`src/hw/rtl/sha256_pkg.sv`:
```
// ----------------------------------------------------------------------------
// sha256_pkg
// Shared types, constants and round functions for the SHA-256 hasher.
// ----------------------------------------------------------------------------
package sha256_pkg;

  localparam int unsigned BLOCK_WORDS = 16;
  localparam int unsigned HASH_WORDS  = 8;
  localparam int unsigned ROUNDS      = 64;

  typedef logic [31:0]                  word_t;
  typedef logic [BLOCK_WORDS-1:0][31:0] block_t;
  typedef logic [HASH_WORDS-1:0][31:0]  hash_t;

  typedef struct packed {
    logic start;
    logic clear;
  } core_ctl_t;

  localparam logic [7:0] PAD_MARK_BYTE = 8'h80;
  localparam logic [5:0] LEN_POS       = 6'd56;
  localparam logic [5:0] LAST_POS      = 6'd63;
  localparam logic [63:0] BYTE_BITS    = 64'd8;

  // index 0 is H0
  localparam hash_t H_INIT = {
    32'h5be0cd19, 32'h1f83d9ab, 32'h9b05688c, 32'h510e527f,
    32'ha54ff53a, 32'h3c6ef372, 32'hbb67ae85, 32'h6a09e667
  };

  function automatic word_t round_k(input logic [5:0] idx);
    word_t k;
    case (idx)
      6'd0:  k = 32'h428a2f98;  6'd1:  k = 32'h71374491;
      6'd2:  k = 32'hb5c0fbcf;  6'd3:  k = 32'he9b5dba5;
      6'd4:  k = 32'h3956c25b;  6'd5:  k = 32'h59f111f1;
      6'd6:  k = 32'h923f82a4;  6'd7:  k = 32'hab1c5ed5;
      6'd8:  k = 32'hd807aa98;  6'd9:  k = 32'h12835b01;
      6'd10: k = 32'h243185be;  6'd11: k = 32'h550c7dc3;
      6'd12: k = 32'h72be5d74;  6'd13: k = 32'h80deb1fe;
      6'd14: k = 32'h9bdc06a7;  6'd15: k = 32'hc19bf174;
      6'd16: k = 32'he49b69c1;  6'd17: k = 32'hefbe4786;
      6'd18: k = 32'h0fc19dc6;  6'd19: k = 32'h240ca1cc;
      6'd20: k = 32'h2de92c6f;  6'd21: k = 32'h4a7484aa;
      6'd22: k = 32'h5cb0a9dc;  6'd23: k = 32'h76f988da;
      6'd24: k = 32'h983e5152;  6'd25: k = 32'ha831c66d;
      6'd26: k = 32'hb00327c8;  6'd27: k = 32'hbf597fc7;
      6'd28: k = 32'hc6e00bf3;  6'd29: k = 32'hd5a79147;
      6'd30: k = 32'h06ca6351;  6'd31: k = 32'h14292967;
      6'd32: k = 32'h27b70a85;  6'd33: k = 32'h2e1b2138;
      6'd34: k = 32'h4d2c6dfc;  6'd35: k = 32'h53380d13;
      6'd36: k = 32'h650a7354;  6'd37: k = 32'h766a0abb;
      6'd38: k = 32'h81c2c92e;  6'd39: k = 32'h92722c85;
      6'd40: k = 32'ha2bfe8a1;  6'd41: k = 32'ha81a664b;
      6'd42: k = 32'hc24b8b70;  6'd43: k = 32'hc76c51a3;
      6'd44: k = 32'hd192e819;  6'd45: k = 32'hd6990624;
      6'd46: k = 32'hf40e3585;  6'd47: k = 32'h106aa070;
      6'd48: k = 32'h19a4c116;  6'd49: k = 32'h1e376c08;
      6'd50: k = 32'h2748774c;  6'd51: k = 32'h34b0bcb5;
      6'd52: k = 32'h391c0cb3;  6'd53: k = 32'h4ed8aa4a;
      6'd54: k = 32'h5b9cca4f;  6'd55: k = 32'h682e6ff3;
      6'd56: k = 32'h748f82ee;  6'd57: k = 32'h78a5636f;
      6'd58: k = 32'h84c87814;  6'd59: k = 32'h8cc70208;
      6'd60: k = 32'h90befffa;  6'd61: k = 32'ha4506ceb;
      6'd62: k = 32'hbef9a3f7;  6'd63: k = 32'hc67178f2;
      default: k = 32'h0;
    endcase
    return k;
  endfunction

  function automatic word_t big_s0(input word_t x);
    return {x[1:0], x[31:2]} ^ {x[12:0], x[31:13]} ^ {x[21:0], x[31:22]};
  endfunction

  function automatic word_t big_s1(input word_t x);
    return {x[5:0], x[31:6]} ^ {x[10:0], x[31:11]} ^ {x[24:0], x[31:25]};
  endfunction

  function automatic word_t small_s0(input word_t x);
    return {x[6:0], x[31:7]} ^ {x[17:0], x[31:18]} ^ {3'b000, x[31:3]};
  endfunction

  function automatic word_t small_s1(input word_t x);
    return {x[16:0], x[31:17]} ^ {x[18:0], x[31:19]} ^ {10'b0, x[31:10]};
  endfunction

  function automatic word_t pick(input word_t e, input word_t f, input word_t g);
    return (e & f) ^ (~e & g);
  endfunction

  function automatic word_t major(input word_t a, input word_t b, input word_t c);
    return (a & b) ^ (a & c) ^ (b & c);
  endfunction

endpackage

```
`src/hw/rtl/sha256_core.sv`:
```
// ----------------------------------------------------------------------------
// sha256_core
// Compression unit: one round per cycle over a rolling 16-word schedule,
// then a final add into the chaining hash.
// ----------------------------------------------------------------------------
module sha256_core (
  input  logic                  clk,
  input  logic                  rst_n,
  input  sha256_pkg::core_ctl_t ctl,
  input  sha256_pkg::block_t    blk,
  output logic                  done,
  output sha256_pkg::hash_t     hash
);
  import sha256_pkg::*;

  typedef enum logic [1:0] {C_IDLE, C_ROUND, C_FINAL} cstate_t;

  localparam logic [5:0] ROUND_LAST = 6'(ROUNDS - 1);

  cstate_t    state_r;
  logic [5:0] rnd_r;
  logic       done_r;
  hash_t      hash_r;
  block_t     w_r;
  hash_t      v_r;

  word_t t1;
  word_t t2;
  word_t w_new;

  always_comb begin
    t1    = v_r[7] + big_s1(v_r[4]) + pick(v_r[4], v_r[5], v_r[6]) + round_k(rnd_r) + w_r[0];
    t2    = big_s0(v_r[0]) + major(v_r[0], v_r[1], v_r[2]);
    w_new = small_s1(w_r[14]) + w_r[9] + small_s0(w_r[1]) + w_r[0];
  end

  always_ff @(posedge clk) begin
    if (!rst_n) begin
      state_r <= C_IDLE;
      rnd_r   <= '0;
      done_r  <= 1'b0;
      hash_r  <= H_INIT;
    end else begin
      done_r <= 1'b0;
      if (ctl.clear) begin
        hash_r <= H_INIT;
      end
      case (state_r)
        C_IDLE: begin
          if (ctl.start) begin
            w_r     <= blk;
            v_r     <= hash_r;
            rnd_r   <= '0;
            state_r <= C_ROUND;
          end
        end
        C_ROUND: begin
          v_r[0] <= t1 + t2;
          v_r[1] <= v_r[0];
          v_r[2] <= v_r[1];
          v_r[3] <= v_r[2];
          v_r[4] <= v_r[3] + t1;
          v_r[5] <= v_r[4];
          v_r[6] <= v_r[5];
          v_r[7] <= v_r[6];
          w_r    <= {w_new, w_r[BLOCK_WORDS-1:1]};
          rnd_r  <= rnd_r + 6'd1;
          if (rnd_r == ROUND_LAST) begin
            state_r <= C_FINAL;
          end
        end
        C_FINAL: begin
          for (int i = 0; i < HASH_WORDS; i++) begin
            hash_r[i] <= hash_r[i] + v_r[i];
          end
          done_r  <= 1'b1;
          state_r <= C_IDLE;
        end
        default: begin
          state_r <= C_IDLE;
        end
      endcase
    end
  end

  assign done = done_r;
  assign hash = hash_r;

endmodule

```
`src/hw/rtl/sha256_message_hasher.sv`:
```
// ----------------------------------------------------------------------------
// sha256_message_hasher
// Byte-serial SHA-256: gathers bytes into blocks, pads and emits the digest.
// ----------------------------------------------------------------------------
// Usage:
//   in_*  : one item per handshake; in_byte_data is taken when in_has_byte is
//           set, in_is_last closes the message (an item with neither flag
//           does nothing, one with only in_is_last closes an empty message).
//   out_* : eight items per message, word 0 (H0) first, out_last_word on the
//           eighth; the words hold steady while out_ready is low.
// Rate:
//   one byte per cycle while a block is being filled; after every 64th byte
//   in_ready drops while the core runs (start, 64 rounds at one per cycle,
//   final add, hand back). At message end the padding goes in one byte per
//   cycle, pausing while a full block is compressed; it takes one or two
//   compressions, then the digest is offered.
// Reset:
//   synchronous, active low; the hash returns to the initial values and the
//   byte position and bit count clear. After the eighth word is taken the
//   block reinitializes and accepts the next message.
// ----------------------------------------------------------------------------
module sha256_message_hasher (
  input  logic        clk,
  input  logic        rst_n,
  input  logic        in_valid,
  output logic        in_ready,
  input  logic [7:0]  in_byte_data,
  input  logic        in_has_byte,
  input  logic        in_is_last,
  output logic        out_valid,
  input  logic        out_ready,
  output logic [31:0] out_digest_word,
  output logic [2:0]  out_word_index,
  output logic        out_last_word
);
  import sha256_pkg::*;

  typedef enum logic [1:0] {S_IDLE, S_COMP, S_PAD, S_OUT} state_t;
  typedef enum logic [1:0] {P_MARK, P_ZERO, P_LEN, P_DONE} pad_t;

  state_t      state_r;
  pad_t        phase_r;
  logic        pad_r;
  logic [5:0]  pos_r;
  logic [2:0]  len_idx_r;
  logic [63:0] bit_cnt_r;
  logic [2:0]  widx_r;
  core_ctl_t   ctl_r;
  block_t      blk_r;

  logic        in_fire;
  logic        out_fire;
  logic        wr_en;
  logic [7:0]  wr_byte;
  logic [7:0]  pad_byte;
  logic [5:0]  pos_inc;
  logic        blk_full;
  logic        core_done;
  hash_t       core_hash;

  assign in_ready = (state_r == S_IDLE);
  assign in_fire  = in_valid && in_ready;
  assign out_fire = out_valid && out_ready;

  always_comb begin
    case (phase_r)
      P_MARK:  pad_byte = PAD_MARK_BYTE;
      P_LEN:   pad_byte = bit_cnt_r[{~len_idx_r, 3'b000} +: 8];
      default: pad_byte = 8'h00;
    endcase
    wr_en    = (in_fire && in_has_byte) || (state_r == S_PAD);
    wr_byte  = (state_r == S_PAD) ? pad_byte : in_byte_data;
    pos_inc  = pos_r + 6'd1;
    blk_full = wr_en && (pos_r == LAST_POS);
  end

  // big-endian byte lanes within each word
  always_ff @(posedge clk) begin
    if (wr_en) begin
      blk_r[pos_r[5:2]][{~pos_r[1:0], 3'b000} +: 8] <= wr_byte;
    end
  end

  always_ff @(posedge clk) begin
    if (!rst_n) begin
      state_r   <= S_IDLE;
      phase_r   <= P_MARK;
      pad_r     <= 1'b0;
      pos_r     <= '0;
      len_idx_r <= '0;
      bit_cnt_r <= '0;
      widx_r    <= '0;
      ctl_r     <= '0;
    end else begin
      ctl_r.start <= blk_full;
      ctl_r.clear <= 1'b0;
      if (wr_en) begin
        pos_r <= pos_inc;
      end
      case (state_r)
        S_IDLE: begin
          if (in_fire) begin
            if (in_has_byte) begin
              bit_cnt_r <= bit_cnt_r + BYTE_BITS;
            end
            if (in_is_last) begin
              pad_r     <= 1'b1;
              phase_r   <= P_MARK;
              len_idx_r <= '0;
            end
            if (blk_full) begin
              state_r <= S_COMP;
            end else if (in_is_last) begin
              state_r <= S_PAD;
            end
          end
        end
        S_PAD: begin
          case (phase_r)
            P_MARK, P_ZERO: begin
              phase_r <= (pos_inc == LEN_POS) ? P_LEN : P_ZERO;
            end
            P_LEN: begin
              len_idx_r <= len_idx_r + 3'd1;
              if (len_idx_r == 3'd7) begin
                phase_r <= P_DONE;
              end
            end
            default: begin
              phase_r <= P_DONE;
            end
          endcase
          if (blk_full) begin
            state_r <= S_COMP;
          end
        end
        S_COMP: begin
          if (core_done) begin
            if (!pad_r) begin
              state_r <= S_IDLE;
            end else if (phase_r == P_DONE) begin
              state_r <= S_OUT;
            end else begin
              state_r <= S_PAD;
            end
          end
        end
        S_OUT: begin
          if (out_fire) begin
            widx_r <= widx_r + 3'd1;
            if (widx_r == 3'd7) begin
              state_r     <= S_IDLE;
              pad_r       <= 1'b0;
              phase_r     <= P_MARK;
              bit_cnt_r   <= '0;
              ctl_r.clear <= 1'b1;
            end
          end
        end
        default: begin
          state_r <= S_IDLE;
        end
      endcase
    end
  end

  sha256_core u_core (
    .clk   (clk),
    .rst_n (rst_n),
    .ctl   (ctl_r),
    .blk   (blk_r),
    .done  (core_done),
    .hash  (core_hash)
  );

  assign out_valid       = (state_r == S_OUT);
  assign out_digest_word = core_hash[widx_r];
  assign out_word_index  = widx_r;
  assign out_last_word   = (widx_r == 3'd7);

endmodule
```
`config.mk`:
```
export PLATFORM = sky130hd
export DESIGN_NAME = sha256_message_hasher
export DESIGN_NICKNAME = d
export VERILOG_FILES = /design/src/hw/rtl/sha256_pkg.sv /design/src/hw/rtl/sha256_core.sv /design/src/hw/rtl/sha256_message_hasher.sv
export SDC_FILE = /design/constraint.sdc
export NUM_CORES = 2
export LEC_CHECK = 0
export BUFFER_PORTS_ARGS = -buffer_cell sky130_fd_sc_hd__buf_2
export CAP_MARGIN = 20
export CELL_PAD_IN_SITES_DETAIL_PLACEMENT = 1
export CELL_PAD_IN_SITES_GLOBAL_PLACEMENT = 2
export CORE_UTILIZATION = 43
export CTS_CLUSTER_DIAMETER = 40
export DETAILED_ROUTE_END_ITERATION = 10
export GPL_TIMING_DRIVEN = 0
export PLACE_DENSITY = 0.81
export SYNTH_ARGS = -nofsm -noshare
export SYNTH_HDL_FRONTEND = slang
export SYNTH_HIERARCHICAL = 1
export SYNTH_SLANG_ARGS = --single-unit
```
`constraint.sdc`:
```
create_clock -name clk -period 45.6 [get_ports clk]
set_input_delay 4.56 -clock clk [delete_from_list [all_inputs] [get_ports clk]]
set_output_delay 4.56 -clock clk [all_outputs]
set_load 0.005 [all_outputs]
```
* Yosys cells after proc, flatten, opt, wreduce, memory -nomap -nowiden *
Memory sizes are Yosys's and may differ from the RTL's. A register that Yosys moved wholly into a read port is not among the register bits.
Cells that the tools add are included.

storage, ports and cells
  flip-flop bits (word level) = 1628
  ROM bits = 2048
  bits of input ports = 14
  output and inout bits = 38
  logic and storage cells = 212
  memories = 1

memories
  memory            words  width  rd ports  clocked after memory_dff  write ports  line              source
  (name not given)  64     32     1         1                         0            sha256_pkg.sv:33  case (idx)

operators by class
  add/sub/neg operators = 24
  $lt $le $gt $ge = 3
  eq/ne operators = 25
  shifts and indexed selects = 3
  muxes and demuxes = 52
  bitwise gates (word level) = 19
  reduce and logical (&&, ||, !) cells = 25

operators by type and width
  operator                number
  $pmux 512 s2            1
  $mux 256                3
  $add 32x32->32          18
  $bwmux 512              1
  $mux 512                1
  $pmux 256 s2            1
  $xor 32x32->32          9
  $mux 64                 4
  $and 32x32->32          5
  $demux 32 s4            1
  $pmux 64 s2             1
  $bmux 32 s3             1
  $add 64x4->64 const B   1
  $mux 32                 2
  $shiftx 64x7->8         1
  $not 32->32             1
  $shift 8x7->32 const A  1
  $shiftx 8x7->32         1
  $xor 32x22->32          1
  $xor 32x29->32          1
  $mux 2                  14
  $eq 6x6->1 const B      3
  $mux 6                  3
  $ne 2x1->1 const B      8
  other kinds (35)        68

* Longest topological paths before layout *
  word-level depth = 8
  gate-level depth with buffers = 34
  depth with buffers taken out = 33

* By module *
Netlist, hierarchy kept.

modules (own cells, without submodules)
  module                 times used  cells each  area an instance (sq um)  seq. area each (sq um)
  sha256_core            1           7826        69339.0                   29007.8
  sha256_message_hasher  1           1276        22196.3                   16976.3

* Worst setup path before layout *
Ideal clock, no wire load.

  path kind = input to register
  start = input port rst_n
  end = register u_core.state_r[0]
  library setup time = 0.202 ns
  data arrival time = 38.690 ns
  required time = 45.398 ns
  setup slack = 6.707 ns
  cell stages on the path = 4
  buffers on the path = 1
  cells stage by stage = inv_1 clkbuf_1 nor2_1 and2_1

RTL lines
  element                 line                         source
  start: declaration      sha256_message_hasher.sv:24  input logic rst_n,
  end signal: assignment  sha256_core.sv:39            state_r <= C_IDLE;
  end signal: assignment  sha256_core.sv:54            state_r <= C_ROUND;
  end signal: assignment  sha256_core.sv:69            state_r <= C_FINAL;
  end: declaration        sha256_core.sv:20            cstate_t state_r;

* Worst setup path in the final report *
  start = register u_core/v_r[133] (netlist name)
  end = register u_core/v_r[31] (netlist name) (data pin)

on the way
  longest elaborated chain between the ends = 8
  elaborated cells on any way between the ends = 12
  those cells by class = add/sub (5); mux (1); bitwise (6)

RTL lines
  element                                                  line                                 source
  start: declaration                                       sha256_core.sv:25                    hash_t v_r;
  start signal: assignment                                 sha256_core.sv:52                    v_r <= hash_r;
  $xor 32x32->32 / $not 32->32 (equally long branches)     sha256_pkg.sv:76, sha256_pkg.sv:88
  $xor 32x32->32 / $and 32x32->32 (equally long branches)  sha256_pkg.sv:76, sha256_pkg.sv:88
  $add 32x32->32 / $xor 32x32->32 (equally long branches)  sha256_core.sv:32, sha256_pkg.sv:88
  $add 32x32->32 (*) (3 in a row)                          sha256_core.sv:32                    t1 = v_r[7] + big_s1(v_r[4]) + pick(v_r[4], v_r[5], v_r[6]) + round_k(rnd_r) + w_r[0];
  $add 32x32->32 (*)                                       sha256_core.sv:58                    v_r[0] <= t1 + t2;
  $pmux 256 s2 (*)                                         sha256_core.sv:48                    case (state_r)

Mark *: on every way between the ends. The rest lies on a longest branch, timed or not.
A chain may end at the register's enable or synchronous reset.

==> key figures <==
Flow run
  – Max-cap violations: 0

Cells and area
  – Commonest non-fill, non-tap cell in the layout: nand2_1
  – Synthesis-to-finish area growth: 17.6%
  – Util after Layout: 0.511
  – Fill count: 22,979
  – Most frequent cells in the layout: 2,423 x nand2_1, 1,280 x edfxtp_1, 498 x nor2_1, 467 x o21ai_0, 451 x a21oi_1
  – Fin nets: 10,172
  – Ratio of cells with drive above 1 in the final layout: 0.0928
  – Layout Cells excl Fill: 12,614

Timing
  – Skew final: 0.102 ns
  – Final Hold Viols: 0
  – Max-slew headroom: 0.144
  – Final count of negative-setup-slack endpoints: 0
  – Hold WS: 0.464 ns
  – Shortest period the worst path allows: 9.09 ns
  – Max Fclk: 110 MHz
  – Max Slew Vio Count: 0
  – RSZ-0062 raised after global routing: false
  – Least-Margin Pin Slew: 1.28 ns
  – Setup TNS: 0 ns
  – Period utilization: 0.199

Detailed routing
  – DR iter-0 viols: 6,600
  – Vias: 75,004
  – Post-Route WL: 402,000 um
  – WL/cell: 31.9 um
  – 1st-pass router iterations: 5
  – Remaining routing DRC violations: 0
  – Via-per-instance ratio: 5.95
  – Detail Route Antenna Nets: 0

Critical path
  – Crit-path slowest cell: xor2_1
  – WP data arrival: 9.68 ns
  – Worst Setup End Kind: flop
  – R2r endpoint: u_core/v_r[31]$_DFFE_PP_
  – R2R Setup Slk: 36.51 ns
  – Critical Path Start: u_core/v_r[133]$_DFFE_PP_
  – Crit-path max cell delay: 0.83 ns
  – Crit-path max FO: 5
  – Reg2reg path depth: 32
  – Worst r2r src: u_core/v_r[133]$_DFFE_PP_
  – Crit path required time: 46.19 ns
  – Critical path type: reg -> reg
  – Worst Setup Start Kind: flop

Global route
  – Initial antenna violation count: 23
  – Number of global-route vias before repair: 77,056
  – Pin count of the biggest net entering global routing: 36
  – First-pass GRT wire length: 565,000 um
  – GRT Total Usage: 0.368
  – GRT overflow: 0

Place
  – Gpl congestion: 0.971
  – Final HPWL DP: 307,000 um
  – Dpl cells: 12,049
  – Port Buffers: 51

Floorplan
  – Die ar.: 0.215 sq mm
  – Boundary Pins: 52
  – Die span in x: 463 um
  – # rows: 168
  – Core Box Area: 0.211 sq mm
  – Die Span Y: 463 um
  – Starting Density: 0.435

Logic synthesis
  – EDFF count, synth: 1,280
  – Sequential element share of the synthesized area: 0.502
  – Synth Cell Area: 0.0915 sq mm
  – Synth Net Count: 9,712
  – Async set-reset flop share out of synthesis: 0
  – Mapped Avg Cell Area: 10.1 sq um
  – Synth warn: 6
  – Simple-gate share of the synthesized area: 0.164
  – Mux contribution to synthesized area: 0.0287
  – Mapped Cells: 9,102
  – Cell variety after synth: 104
  – #FFs+latches synth: 1,657
  – Main flop type after synthesis: edfxtp_1
  – Synth Area in Adders: 0.0998
  – Synth Area in Compound Gates: 0.115
  – Post-Synth XOR/XNOR Area: 0.0565
  – Largest family of logic cells by synthesized area: simple AND/OR/NAND/NOR gates

Hold path
  – Hold path start: blk_r[138]$_DFFE_PP_
  – Worst Hold Depth: 2
  – Hold Path End: u_core/w_r[138]$_DFFE_PP_
  – Worst min path class: reg -> reg

Clock network
  – CTS tree: done
  – TritonCTS buffer count: 313
  – Setup Buffers After CTS: 0
  – Clock transition at path regs: 0.06 ns
  – Post-CTS Hold Fix Bufs: 0
  – Clock Sink Count: 1,657
  – CTS HTree Levels: 5
  – Clock buffer depth: 4
  – Cts repair resizes: 0
  – Clock Latency Late Sink: 0.96 ns
  – Clk root buf: clkbuf_16

Run status
  – Status: complete, no violations

Pwr
  – Worst VDD drop: 0.0414 mV
  – Lkg Pwr: 42.6 nW
  – Power per cell area: 37.5 mW/mm^2
==> power breakdown <==
part           internal [mW]  switching [mW]  leakage, nW
clock network           1.53           0.825         5.12
registers               1.62         0.00119         14.8
logic                 0.0120          0.0526         22.6
total                   3.16           0.878         42.6
==> how the worst max path moves through the flow <==
stage                                endpoint  slack [ns]  cells past startpoint
5_1_grt              u_core/v_r[31]$_DFFE_PP_       36.15                     32
4_1_cts              u_core/v_r[31]$_DFFE_PP_       36.59                     32
3_3_place_gp   u_core/state_r[0]$_SDFFE_PN0P_      -11.77                      5
3_5_place_dp         u_core/v_r[31]$_DFFE_PP_       36.63                     32
6_report             u_core/v_r[31]$_DFFE_PP_       36.51                     32
2_1_floorplan  u_core/state_r[0]$_SDFFE_PN0P_        6.71                      4
==> critical path, delay by kind of cell (launching register included) <==
family	cells	cell delay [ns]
XOR/XNOR	2	1.00
AND/OR/NAND/NOR	5	0.97
adder cells (fa/ha/maj)	6	2.60
flip-flops	1	0.35
buffers and inverters	4	1.05
multiplexers	1	0.34
AO/OA/AOI/OAI	14	2.48
==> layer usage <==
metal / vias to the layer above / global-route usage / part of all wire
li1: 32887 / - / -
met1: 38349 / 0.455 / 0.40
met2: 2838 / 0.609 / 0.47
met3: 928 / 0.0521 / 0.058
met4: 2 / 0.227 / 0.071
met5: - / 0 / 0.000032
==> cells by family (layout without fill, tap and decap cells) <==
logic type	count (synthesis)	in the layout
other	0	7
xor gates and xnor gates	591	591
DFF	1657	1657
adders and majority gates	617	617
and+or+nand+nor	3601	3601
AOI/OAI and AO/OA	1676	1676
muxes	161	161
buffers and inverters	799	1499
==> synthesized netlist by cell type, drive strengths merged (44+ instances only) <==
cell type	number	area share
nand2	2423	0.099
edfxtp	1280	0.42
nor2	519	0.021
o21ai	484	0.027
a21oi	452	0.025
ha	401	0.055
xnor2	394	0.038
dfxtp	377	0.082
clkbuf	374	0.015
inv	344	0.014
xor2	197	0.019
fa	195	0.043
a21o	186	0.015
nor3	141	0.0078
nand3	113	0.0063
buf	79	0.0038
mux4	77	0.019
a31oi	70	0.0049
a211oi	67	0.0058
nand4	62	0.0044
nand2b	59	0.0040
or3	58	0.0040
o21a	54	0.0044
o21bai	51	0.0042
nor2b	49	0.0033
nor3b	48	0.0039
and3	44	0.0030
mux2	44	0.0054
==> state kept, by name, indices dropped and copies added (netlist names), named ones only <==
| signal | flops |
|---|---|
| u_core/state_r | 2 |
| phase_r | 2 |
| state_r | 2 |
| len_idx_r | 3 |
| out_word_index | 3 |
| pos_r | 6 |
| u_core/rnd_r | 6 |
| ctl_r | 2 |
| pad_r | 1 |
| u_core/hash | 256 |
| u_core/v_r | 256 |
| u_core/w_r | 512 |
| u_core/done | 1 |
| blk_r | 512 |
| bit_cnt_r | 61 |
==> stage by stage <==
| stage | instance area [sq um] | setup WS (ns) | power (mW) |
|---|---|---|---|
| final | 108000 | 36.51 | 4.04 |
| after global routing | 108000 | 36.15 | 4.12 |
| after floorplan | 91500 | 6.71 | 1.67 |
| after global placement | 95300 | -11.77 | 1.70 |
| after detailed placement | 97100 | 36.63 | 1.71 |
| after CTS | 108000 | 36.59 | 4.06 |
==> layout make-up <==
type / instances / area, sq um / area share
flip-flops and latches: 1657 / 46000 / 0.427
well taps: 2805 / 3510 / 0.0326
clock buffers: 391 / 8600 / 0.0798
clock inverters: 164 / 1960 / 0.0182
multi-input cells: 6646 / 42700 / 0.396
plain buffers: 453 / 1780 / 0.0165
inverters: 346 / 1300 / 0.0121
diodes: 7 / 17.5 / 0.000163
repair buffers: 145 / 1880 / 0.0174
No activity file was read; power rests on OpenSTA's default activity.
